===== config.mk =====
export PLATFORM = sky130hd
export DESIGN_NAME = ipv4_rx_header_filter_flat
export DESIGN_NICKNAME = d
export VERILOG_FILES = /design/src/iprx_pkg.sv /design/src/iprx_word_if.sv /design/src/iprx_verdict_if.sv /design/src/ipv4_rx_header_filter.sv /design/src/iprx_in_stage.sv /design/src/iprx_hdr_parse.sv /design/src/iprx_out_stage.sv /design/src/flat_wrapper.sv
export SDC_FILE = /design/constraint.sdc
export NUM_CORES = 1
export LEC_CHECK = 0
export ABC_AREA = 0
export BUFFER_PORTS_ARGS = -buffer_cell sky130_fd_sc_hd__buf_2
export CAP_MARGIN = 20
export CORE_ASPECT_RATIO = 1.5
export CORE_MARGIN = 1
export CORE_UTILIZATION = 55
export CTS_BUF_LIST = sky130_fd_sc_hd__clkbuf_4 sky130_fd_sc_hd__clkbuf_8
export DETAILED_ROUTE_END_ITERATION = 10
export PLACE_DENSITY = 0.86
export RECOVER_POWER = 100
export SYNTH_ARGS = -nofsm -noshare
export SYNTH_HDL_FRONTEND = slang
export SYNTH_HIERARCHICAL = 1
export SYNTH_SLANG_ARGS = --single-unit

===== constraint.sdc =====
create_clock -name clk -period 4.3 [get_ports clk]
set_clock_uncertainty 0.15 [all_clocks]
set_input_delay 0.43 -clock clk [delete_from_list [all_inputs] [get_ports clk]]
set_output_delay 0.43 -clock clk [all_outputs]
set_load 0.02 [all_outputs]

===== src/iprx_pkg.sv =====
// Shared types and constants for the IPv4 receive header filter.
`timescale 1ns / 1ps

package iprx_pkg;

    localparam int WORD_W  = 16;
    localparam int ADDR_W  = 32;
    localparam int PROTO_W = 8;
    localparam int COUNT_W = 5;
    localparam int NIB_W   = 4;

    localparam logic [ADDR_W-1:0]  LOCAL_ADDRESS_RESET = 32'hC0A8_0064;
    localparam logic [ADDR_W-1:0]  BCAST_ADDRESS       = 32'hFFFF_FFFF;
    localparam logic [WORD_W-1:0]  CSUM_GOOD           = 16'hFFFF;
    localparam logic [NIB_W-1:0]   IP_VERSION          = 4'd4;
    localparam logic [NIB_W-1:0]   MIN_IHL             = 4'd5;
    localparam logic [PROTO_W-1:0] PROTO_ICMP          = 8'd1;
    localparam logic [PROTO_W-1:0] PROTO_TCP           = 8'd6;
    localparam logic [PROTO_W-1:0] PROTO_UDP           = 8'd17;

    // Word positions inside the header, counted from the first word as zero.
    localparam logic [COUNT_W-1:0] POS_LENGTH   = 5'd1;
    localparam logic [COUNT_W-1:0] POS_PROTOCOL = 5'd4;
    localparam logic [COUNT_W-1:0] POS_DEST_HI  = 5'd8;
    localparam logic [COUNT_W-1:0] POS_DEST_LO  = 5'd9;

    typedef enum logic [2:0] {
        VERDICT_ICMP      = 3'd0,
        VERDICT_UDP       = 3'd1,
        VERDICT_TCP       = 3'd2,
        VERDICT_OTHER     = 3'd3,
        VERDICT_VERSION   = 3'd4,
        VERDICT_NOT_OURS  = 3'd5,
        VERDICT_CHECKSUM  = 3'd6,
        VERDICT_MALFORMED = 3'd7
    } verdict_t;

    typedef struct packed {
        logic [WORD_W-1:0] header_word;
        logic              first_word;
    } word_beat_t;

    typedef struct packed {
        verdict_t           verdict;
        logic [WORD_W-1:0]  total_length;
        logic [PROTO_W-1:0] protocol_number;
    } result_t;

endpackage


===== src/iprx_word_if.sv =====
// Stream interface that carries header word beats.
`timescale 1ns / 1ps

interface iprx_word_if;
    logic                         valid;
    logic                         ready;
    logic [iprx_pkg::WORD_W-1:0]  header_word;
    logic                         first_word;

    modport source (output valid, output header_word, output first_word, input ready);
    modport sink   (input valid, input header_word, input first_word, output ready);
endinterface


===== src/iprx_verdict_if.sv =====
// Stream interface that carries verdict beats.
`timescale 1ns / 1ps

interface iprx_verdict_if;
    logic                          valid;
    logic                          ready;
    logic [2:0]                    verdict;
    logic [iprx_pkg::WORD_W-1:0]   total_length;
    logic [iprx_pkg::PROTO_W-1:0]  protocol_number;

    modport source (output valid, output verdict, output total_length,
                    output protocol_number, input ready);
    modport sink   (input valid, input verdict, input total_length,
                    input protocol_number, output ready);
endinterface


===== src/ipv4_rx_header_filter.sv =====
// Path: a word beat passes the input register and the parser; any verdict it yields is held in the output register.
// Throughput: one header word per cycle; the input register and the output
// register each pass a beat on in every cycle the downstream side takes one.
// Reset: rst_n clears the parser state to idle, empties both registers and
// sets the local address to 192.168.0.100.
`timescale 1ns / 1ps

module ipv4_rx_header_filter (
    input  logic                         clk,
    input  logic                         rst_n,
    input  logic                         cfg_we,
    input  logic [iprx_pkg::ADDR_W-1:0]  cfg_wdata,
    iprx_word_if.sink                    words,
    iprx_verdict_if.source               verdicts
);

    logic [iprx_pkg::ADDR_W-1:0] local_address_reg;
    logic                        beat_valid;
    iprx_pkg::word_beat_t        beat;
    logic                        take;
    logic                        advance;
    logic                        res_valid;
    iprx_pkg::result_t           res;

    always_ff @(posedge clk or negedge rst_n)
    begin
        if (!rst_n)
        begin
            local_address_reg <= iprx_pkg::LOCAL_ADDRESS_RESET;
        end
        else if (cfg_we)
        begin
            local_address_reg <= cfg_wdata;
        end
    end

    assign advance = beat_valid && take;

    iprx_in_stage u_in_stage (
        .clk        (clk),
        .rst_n      (rst_n),
        .words      (words),
        .take       (take),
        .beat_valid (beat_valid),
        .beat       (beat)
    );

    iprx_hdr_parse u_hdr_parse (
        .clk           (clk),
        .rst_n         (rst_n),
        .local_address (local_address_reg),
        .item_valid    (advance),
        .item          (beat),
        .res_valid     (res_valid),
        .res           (res)
    );

    iprx_out_stage u_out_stage (
        .clk       (clk),
        .rst_n     (rst_n),
        .res_valid (res_valid),
        .res       (res),
        .verdicts  (verdicts),
        .take      (take)
    );

`ifndef SYNTHESIS
    a_malformed_zero_fields: assert property (@(posedge clk) disable iff (!rst_n)
        verdicts.valid && verdicts.verdict == iprx_pkg::VERDICT_MALFORMED
        |-> verdicts.total_length == '0 && verdicts.protocol_number == '0)
        else $error("Malformed verdict carries nonzero fields.");

    a_icmp_protocol: assert property (@(posedge clk) disable iff (!rst_n)
        verdicts.valid && verdicts.verdict == iprx_pkg::VERDICT_ICMP
        |-> verdicts.protocol_number == iprx_pkg::PROTO_ICMP)
        else $error("ICMP verdict with another protocol number.");

    a_other_protocol: assert property (@(posedge clk) disable iff (!rst_n)
        verdicts.valid && verdicts.verdict == iprx_pkg::VERDICT_OTHER
        |-> verdicts.protocol_number != iprx_pkg::PROTO_ICMP
            && verdicts.protocol_number != iprx_pkg::PROTO_UDP
            && verdicts.protocol_number != iprx_pkg::PROTO_TCP)
        else $error("Other-protocol verdict for a known protocol.");

    a_result_needs_beat: assert property (@(posedge clk) disable iff (!rst_n)
        res_valid |-> advance)
        else $error("Parser produced a result without an input beat.");
`endif

endmodule


===== src/iprx_in_stage.sv =====
// Input register that captures one header word beat.
`timescale 1ns / 1ps

module iprx_in_stage (
    input  logic                   clk,
    input  logic                   rst_n,
    iprx_word_if.sink              words,
    input  logic                   take,
    output logic                   beat_valid,
    output iprx_pkg::word_beat_t   beat
);

    logic                  valid_reg;
    iprx_pkg::word_beat_t  beat_reg;

    assign words.ready = !valid_reg || take;
    assign beat_valid  = valid_reg;
    assign beat        = beat_reg;

    always_ff @(posedge clk or negedge rst_n)
    begin
        if (!rst_n)
        begin
            valid_reg <= 1'b0;
        end
        else if (words.ready)
        begin
            valid_reg <= words.valid;
        end
    end

    always_ff @(posedge clk)
    begin
        if (words.valid && words.ready)
        begin
            beat_reg.header_word <= words.header_word;
            beat_reg.first_word  <= words.first_word;
        end
    end

endmodule


===== src/iprx_hdr_parse.sv =====
// Header parser: field capture, checksum accumulation and verdict decision.
`timescale 1ns / 1ps

module iprx_hdr_parse (
    input  logic                            clk,
    input  logic                            rst_n,
    input  logic [iprx_pkg::ADDR_W-1:0]     local_address,
    input  logic                            item_valid,
    input  iprx_pkg::word_beat_t            item,
    output logic                            res_valid,
    output iprx_pkg::result_t               res
);

    logic                            in_header_reg,   in_header_next;
    logic [iprx_pkg::COUNT_W-1:0]    word_count_reg,  word_count_next;
    logic [iprx_pkg::COUNT_W-1:0]    header_words_reg, header_words_next;
    logic [iprx_pkg::WORD_W-1:0]     sum_reg,         sum_next;
    logic [iprx_pkg::NIB_W-1:0]      version_reg,     version_next;
    logic [iprx_pkg::WORD_W-1:0]     length_reg,      length_next;
    logic [iprx_pkg::PROTO_W-1:0]    protocol_reg,    protocol_next;
    logic [iprx_pkg::ADDR_W-1:0]     dest_reg,        dest_next;

    logic [iprx_pkg::NIB_W-1:0]      ihl;
    logic [iprx_pkg::WORD_W:0]       raw_sum;
    logic [iprx_pkg::WORD_W-1:0]     folded_sum;

    assign ihl        = item.header_word[11:8];
    assign raw_sum    = {1'b0, sum_reg} + {1'b0, item.header_word};
    assign folded_sum = raw_sum[iprx_pkg::WORD_W-1:0]
                      + {{(iprx_pkg::WORD_W-1){1'b0}}, raw_sum[iprx_pkg::WORD_W]};

    always_comb
    begin
        in_header_next    = in_header_reg;
        word_count_next   = word_count_reg;
        header_words_next = header_words_reg;
        sum_next          = sum_reg;
        version_next      = version_reg;
        length_next       = length_reg;
        protocol_next     = protocol_reg;
        dest_next         = dest_reg;
        res_valid         = 1'b0;
        res.verdict         = iprx_pkg::VERDICT_MALFORMED;
        res.total_length    = '0;
        res.protocol_number = '0;

        if (item_valid && item.first_word)
        begin
            version_next      = item.header_word[15:12];
            length_next       = '0;
            protocol_next     = '0;
            dest_next         = '0;
            sum_next          = item.header_word;
            word_count_next   = iprx_pkg::COUNT_W'(1);
            header_words_next = {ihl, 1'b0};
            if (ihl < iprx_pkg::MIN_IHL)
            begin
                in_header_next = 1'b0;
                res_valid      = 1'b1;
            end
            else
            begin
                in_header_next = 1'b1;
            end
        end
        else if (item_valid && in_header_reg)
        begin
            case (word_count_reg)
                iprx_pkg::POS_LENGTH:   length_next   = item.header_word;
                iprx_pkg::POS_PROTOCOL: protocol_next = item.header_word[7:0];
                iprx_pkg::POS_DEST_HI:  dest_next     = {item.header_word, dest_reg[15:0]};
                iprx_pkg::POS_DEST_LO:  dest_next     = {dest_reg[31:16], item.header_word};
                default:                ;
            endcase
            sum_next        = folded_sum;
            word_count_next = word_count_reg + iprx_pkg::COUNT_W'(1);

            if (word_count_next == header_words_reg)
            begin
                in_header_next      = 1'b0;
                res_valid           = 1'b1;
                res.total_length    = length_next;
                res.protocol_number = protocol_next;
                if (version_reg != iprx_pkg::IP_VERSION)
                begin
                    res.verdict = iprx_pkg::VERDICT_VERSION;
                end
                else if (dest_next != local_address && dest_next != iprx_pkg::BCAST_ADDRESS)
                begin
                    res.verdict = iprx_pkg::VERDICT_NOT_OURS;
                end
                else if (sum_next != iprx_pkg::CSUM_GOOD)
                begin
                    res.verdict = iprx_pkg::VERDICT_CHECKSUM;
                end
                else if (protocol_next == iprx_pkg::PROTO_ICMP)
                begin
                    res.verdict = iprx_pkg::VERDICT_ICMP;
                end
                else if (protocol_next == iprx_pkg::PROTO_UDP)
                begin
                    res.verdict = iprx_pkg::VERDICT_UDP;
                end
                else if (protocol_next == iprx_pkg::PROTO_TCP)
                begin
                    res.verdict = iprx_pkg::VERDICT_TCP;
                end
                else
                begin
                    res.verdict = iprx_pkg::VERDICT_OTHER;
                end
            end
        end
    end

    always_ff @(posedge clk or negedge rst_n)
    begin
        if (!rst_n)
        begin
            in_header_reg    <= 1'b0;
            word_count_reg   <= '0;
            header_words_reg <= '0;
            sum_reg          <= '0;
            version_reg      <= '0;
            length_reg       <= '0;
            protocol_reg     <= '0;
            dest_reg         <= '0;
        end
        else
        begin
            in_header_reg    <= in_header_next;
            word_count_reg   <= word_count_next;
            header_words_reg <= header_words_next;
            sum_reg          <= sum_next;
            version_reg      <= version_next;
            length_reg       <= length_next;
            protocol_reg     <= protocol_next;
            dest_reg         <= dest_next;
        end
    end

endmodule


===== src/iprx_out_stage.sv =====
// Output register that holds one verdict beat until it is taken.
`timescale 1ns / 1ps

module iprx_out_stage (
    input  logic                 clk,
    input  logic                 rst_n,
    input  logic                 res_valid,
    input  iprx_pkg::result_t    res,
    iprx_verdict_if.source       verdicts,
    output logic                 take
);

    logic               valid_reg;
    iprx_pkg::result_t  res_reg;

    assign take                     = !valid_reg || verdicts.ready;
    assign verdicts.valid           = valid_reg;
    assign verdicts.verdict         = res_reg.verdict;
    assign verdicts.total_length    = res_reg.total_length;
    assign verdicts.protocol_number = res_reg.protocol_number;

    always_ff @(posedge clk or negedge rst_n)
    begin
        if (!rst_n)
        begin
            valid_reg <= 1'b0;
        end
        else if (take)
        begin
            valid_reg <= res_valid;
        end
    end

    always_ff @(posedge clk)
    begin
        if (take && res_valid)
        begin
            res_reg <= res;
        end
    end

endmodule


===== src/flat_wrapper.sv =====
// flat-port wrapper written by rule: the top's interface ports become plain ports
module ipv4_rx_header_filter_flat 
  (clk, rst_n, cfg_we, cfg_wdata, words_valid, words_header_word, words_first_word, words_ready, verdicts_valid, verdicts_verdict, verdicts_total_length, verdicts_protocol_number, verdicts_ready);
  iprx_word_if words_i ();
  iprx_verdict_if verdicts_i ();
  input  logic clk;
  input  logic rst_n;
  input  logic cfg_we;
  input  logic [iprx_pkg::ADDR_W-1:0] cfg_wdata;
  input wire logic [$bits(words_i.valid)-1:0] words_valid;
  input wire logic [$bits(words_i.header_word)-1:0] words_header_word;
  input wire logic [$bits(words_i.first_word)-1:0] words_first_word;
  output wire logic [$bits(words_i.ready)-1:0] words_ready;
  output wire logic [$bits(verdicts_i.valid)-1:0] verdicts_valid;
  output wire logic [$bits(verdicts_i.verdict)-1:0] verdicts_verdict;
  output wire logic [$bits(verdicts_i.total_length)-1:0] verdicts_total_length;
  output wire logic [$bits(verdicts_i.protocol_number)-1:0] verdicts_protocol_number;
  input wire logic [$bits(verdicts_i.ready)-1:0] verdicts_ready;
  assign words_i.valid = words_valid;
  assign words_i.header_word = words_header_word;
  assign words_i.first_word = words_first_word;
  assign words_ready = words_i.ready;
  assign verdicts_valid = verdicts_i.valid;
  assign verdicts_verdict = verdicts_i.verdict;
  assign verdicts_total_length = verdicts_i.total_length;
  assign verdicts_protocol_number = verdicts_i.protocol_number;
  assign verdicts_i.ready = verdicts_ready;
  ipv4_rx_header_filter u_core (.clk(clk), .rst_n(rst_n), .cfg_we(cfg_we), .cfg_wdata(cfg_wdata), .words(words_i), .verdicts(verdicts_i));
endmodule

# --- Word-level counts from Yosys, hierarchy flattened ---
# Index checks and enable logic that the tools add are counted.
word_totals:
  regBits: 164
  output_inout_bits: 29
  wordCells: 81
classes:
  add_sub_neg: 3
  n_lt_le_gt_ge: 1
  eq_ne: 12
  n_mux: 31
  bitwise: 2
  reduce_logical: 15
op_table:
  columns: ["operator", "n"]
  rows:
  - ["32-bit 2-to-1 mux", 4]
  - ["16-bit 2-to-1 mux", 5]
  - ["32-bit one-hot mux with 2 select lines", 1]
  - ["8-bit 2-to-1 mux", 5]
  - ["32-bit != test", 1]
  - ["32-bit != test (second input constant)", 1]
  - ["16-bit by 16-bit adder with 17-bit output", 1]
  - ["16-bit by 1-bit adder with 16-bit output", 1]
  - ["16-bit != test (second input constant)", 1]
  - ["5-bit by 4-bit equality test with 1-bit output (second input constant)", 2]
  - ["2-bit 2-to-1 mux", 5]
  - ["5-bit 2-to-1 mux", 2]
  - ["1-bit 2-to-1 mux", 9]
  - ["8-bit by 1-bit equality test with 1-bit output (second input constant)", 1]
  - ["8-bit by 3-bit equality test with 1-bit output (second input constant)", 1]
  - ["8-bit by 5-bit equality test with 1-bit output (second input constant)", 1]
  - ["1-bit logical AND", 6]
  - ["6-bit OR reduction", 1]
  - ["5-bit by 1-bit adder with 5-bit output (second input constant)", 1]
  - ["5-bit by 1-bit equality test with 1-bit output (second input constant)", 1]
  - ["5-bit by 3-bit equality test with 1-bit output (second input constant)", 1]
  - ["5-bit equality test", 1]
  - ["4-bit by 3-bit less-than comparator with 1-bit output (second input constant)", 1]
  - ["4-bit by 3-bit != test with 1-bit output (second input constant)", 1]
  - ["other kinds (6)", 10]

# --- Depth between registers and ports, before layout ---
depth:
  ltp_word: 13
  depth_mapped: 20

# --- Hierarchy ---
# Netlist, hierarchy kept.
by_module_without_submodules:
  columns: ["mod", "n_inst", "cells_per_inst", "area_each_um2", "seq_area_each_um2"]
  rows:
  - ["iprx_hdr_parse", 1, 768, 6570.1, 2152.1]
  - ["ipv4_rx_header_filter", 1, 69, 1361.3, 810.8]
  - ["iprx_out_stage", 1, 31, 864.6, 835.8]
  - ["iprx_in_stage", 1, 21, 564.3, 535.5]

# --- Worst setup path before layout ---
# No wires, ideal clock.
synth_path:
  path_type: "reg2reg"
  from: "reg u_core.u_in_stage.beat_reg (netlist bit u_core/u_in_stage/beat[1])"
  to: "reg u_core.u_out_stage.res_reg (netlist bit u_core/u_out_stage/verdicts.verdict[2]) (data pin)"
  setup_ns: 0.265
  arrival_time_ns: 4.022
  slack_ns: -0.138
  stages_incl_launch_ff: 21
  path_buffers: 0
  cell_sequence: "edfxtp_1 > ha_1 > fa_1 > a211oi_2 > o21a_4 > o21ai_1 > nand2_1 > a21oi_1 > o21ai_0 > nand2b_1 > a21o_1 > ha_1 > ha_1 > and2_1 > nor2_1 > nand3_1 > a31o_2 > a211oi_1 > nand4_1 > or3_1 > or3_1"
synth_via:
  elab_chain_cells: 6
  elab_cells_between_ends: 10
synth_lines:
  columns: ["element", "line", "rtl"]
  rows:
  - ["from (decl)", "iprx_in_stage.sv:14", "iprx_pkg::word_beat_t beat_reg;"]
  - ["parallel branches: the longest is 5 deep, another holds 16-bit by 16-bit adder with 17-bit output", null, null]
  - ["6-bit OR reduction (no source line) *", null, null]
  - ["to (signal assigned)", "iprx_out_stage.sv:38", "res_reg <= res;"]
  - ["to (decl)", "iprx_out_stage.sv:14", "iprx_pkg::result_t res_reg;"]
# Every way passes the cells marked *. The select of a mux whose other input is x is not followed.
# A chain may end at the register's enable or synchronous reset.

# --- Final worst setup path ---
# Same ends and word-level chain as after synthesis.

==> key figures <==
Global routing
  • First-pass GRT wire length: ~39000 µm
  • Gr ovfl total: 0
  • Pin count of the biggest net entering global routing: between 60 and 70
  • Total routing usage reported by global routing: 29.2%
  • Vias in the first global route: about 7700
  • Initial antenna violation count: 0

Worst setup path
  • Crit path largest cell delay: 0.41 ns
  • Reg2reg path depth: 19
  • CP Capture Type: flip-flop
  • Worst reg-to-reg setup slack: -0.12 ns
  • Crit path buffers/inverters: 1
  • Worst Path Arrival: 4.48 ns
  • CP Class: flip-flop to flip-flop
  • R2r endpoint: u_core/u_out_stage/verdicts.verdict[2]
  • Cell chain of the critical path: ha_2 -> fa_2 -> a211oi_2 -> o21a_4 -> o21ai_4 -> nand2_1 -> a21oi_2 -> o21ai_2 -> nand2b_1 -> a21o_1 -> ha_2 -> ha_4 -> buf_4 -> o2111ai_1 -> nand3_1 -> a211oi_2 -> nand4_1 -> or3_1 -> or3_1
  • Largest fanout on the critical path: 3
  • CP Launch Type: flip-flop
  • Worst r2r src: u_core/u_in_stage/beat[1]
  • Critical path's slowest cell: edfxtp_1
  • Top delay family on crit path: compound AO/OA/AOI/OAI gates
  • WP data required: 4.36 ns
  • Crit path from: u_core/u_in_stage/beat[1]

Detailed routing
  • Vias/cell: between 6 and 7
  • Per-cell routed wire length: 20.4 µm
  • DRC: 0
  • Via count: ~8000
  • Final WL: around 25000 µm
  • Drt first pass iters: 6
  • Initial DRC count: roughly 770
  • ANT nets after route: 0

Finish
  • Commonest cells after routing, fill and taps aside: 118 x nand2_1, 112 x dfrtp_1, 68 x a22o_1, 68 x buf_4, 55 x a21oi_1
  • Combined area of the multi-input logic cells: between 4000 and 5000 µm²
  • Register area: between 4000 and 5000 µm²
  • Share of cells above drive strength 1: between 20 and 25%
  • Antenna Diode Count: 0
  • Filler Cell Count: about 1300
  • Post-layout instance count excluding filler cells: ~1200
  • Fin util: between 60% and 70%
  • Commonest non-fill, non-tap cell in the layout: nand2_1
  • Nets: 1086
  • Synth-to-Final Area Change: 16.5%

Yosys
  • Ys flop type: dfrtp_1
  • Ys async rst share: 73.2%
  • Seq cells post-synth: 164
  • Sequential share of the synthesized area: between 40% and 50%
  • Top cell type's share of synthesized area: around 30%
  • Post-synthesis net count: approximately 970
  • Post-synth EDFFs: 44
  • Mapped Cells: approximately 890
  • Syn_area_per_cell: ~11 µm²
  • Mapped Area: roughly 9400 µm²
  • Post-synth top area cell: dfrtp_1
  • Top cells by area, synth: dfrtp_1 30%, edfxtp_1 14%, a22o_1 6.4%
  • Ys Warns: 6
  • Distinct cells, synth: 84

Floorplan
  • Core footprint: ~17000 µm²
  • Row count: between 50 and 60
  • IO Pins: 83
  • Die ar.: between 15000 and 20000 µm²
  • Die width: 109 µm
  • Starting Density: 56.1%
  • Die height: about 160 µm

Job
  • Max-cap viol count: 3

Outcome
  • Status: finished, violations left
  • Failing checks: max-capacitance violations, max-slew violations, negative setup slack

Power
  • Worst VDD drop: a little over 0.0003 V
  • Pwr dens: 582 nW/µm²
  • Lkg Pwr: 4.29 nW

Timing
  • Fmax: between 0.2 and 0.25 GHz
  • RSZ-0062 raised after global routing: yes
  • Tmin final: between 4 and 5 ns
  • Finish-stage setup viols: 2
  • Endpoints failing hold: 0
  • Worst Tran Pin Value: 3.16 ns
  • Slew Limit Headroom: -111%
  • Fin. max-slew vios: around 110
  • Final worst path period share: 103%
  • Final worst setup slack: -0.120 ns
  • Setup TNS: -0.209 ns

CTS
  • Reg clk slew, reported paths: 0.09 ns
  • H-tree depth: 4
  • Cts bufs inserted: 17
  • CTS tree: yes
  • Clk Tree Root Cell: clkbuf_8
  • Clk sinks: 164
  • Maximum clock insertion buffer count: 2
  • Clock Latency Late Sink: around 0.47 ns

Place
  • Dpl hpwl: roughly 17000 µm
  • Placed Cells: 1186
  • Setup Slack @ Placement: -0.161 ns
  • Port bufs: just over 80
  • Final Wtd Congestion: 0.930

Min path
  • Worst hold path stage count: 2
  • Worst Hold Launch: cfg_wdata[7]
  • Worst Hold Class: input port to flip-flop
  • Worst Hold End: u_core/local_address_reg[7]
-- cells by family after synthesis --
group                      synth area share, %
AOI/OAI and AO/OA                         20.7
xor gates and xnor gates                  6.26
adders and majority gates                 3.02
buffers and inverters                     3.84
DFF                                       46.3
muxes                                     6.02
and+or+nand+nor                           13.8
-- report_power, final --
| part | internal, W | switching [W] |
|---|---|---|
| Combinational | 0.00127 | 0.00177 |
| Clock | 0.000679 | 0.000586 |
| Sequential | 0.00185 | 0.000194 |
-- per-stage QoR --
stage / area [µm²] / total power [W] / hold slack (ns)
after detailed placement: 10300 / 0.00489 / 0.323
after floorplan: 9370 / 0.00396 / -0.0156
after global placement: 10300 / 0.00480 / 0.305
final: 10900 / 0.00635 / 0.0267
after CTS: 11000 / 0.00623 / 0.00000355
after global routing: 10900 / 0.00668 / 0.0107
-- how the worst max path moves through the flow --
stage / depth (start not counted) / to / slack [ns]
after floorplan: 20 / u_core/u_out_stage/verdicts.verdict[2] / 0.008
after global placement: 20 / u_core/u_out_stage/verdicts.verdict[2] / -0.08
after detailed placement: 19 / u_core/u_out_stage/verdicts.verdict[2] / -0.16
after CTS: 19 / u_core/u_out_stage/verdicts.verdict[2] / -0.002
after global routing: 19 / u_core/u_out_stage/verdicts.verdict[2] / -0.29
final: 19 / u_core/u_out_stage/verdicts.verdict[2] / -0.12
-- Yosys cell counts, drive strengths merged (12+ instances only) --
cell type / n
a32oi: 15
edfxtp: 44
nand3: 20
xnor2: 46
nor4: 18
clkbuf: 50
a22o: 68
mux2: 32
xor2: 17
nor2: 33
nand2: 119
a22oi: 40
and2: 13
a21oi: 57
ha: 21
dfrtp: 112
o21ai: 26
buf: 18
nor3: 12
-- what timing repair did --
action,in CTS,in global routing
endpoints found under the hold margin,60,2
gates resized for setup,8,20
pin swaps,4,3
buffers inserted,1,1
hold buffers,11,2
endpoints found under the setup margin,3,4
-- cell type report --
class	instances	area share [%]
multi-input combinational	648	43.6
timing repair buffer	170	9.81
inverter	9	0.310
clock buffer	21	2.54
clock inverter	11	1.58
tap	210	2.41
sequential	164	39.8
-- layer usage --
layer / GRT usage, % / share of wire (%) / vias up
met5: 0 / 0 / -
met4: 17.8 / 5.8 / 0
met3: 5.34 / 7.7 / 115
met2: 48.7 / 50 / 428
met1: 34.5 / 36 / 3853
li1: - / - / 3550
No activity file was read; power rests on OpenSTA's default activity.
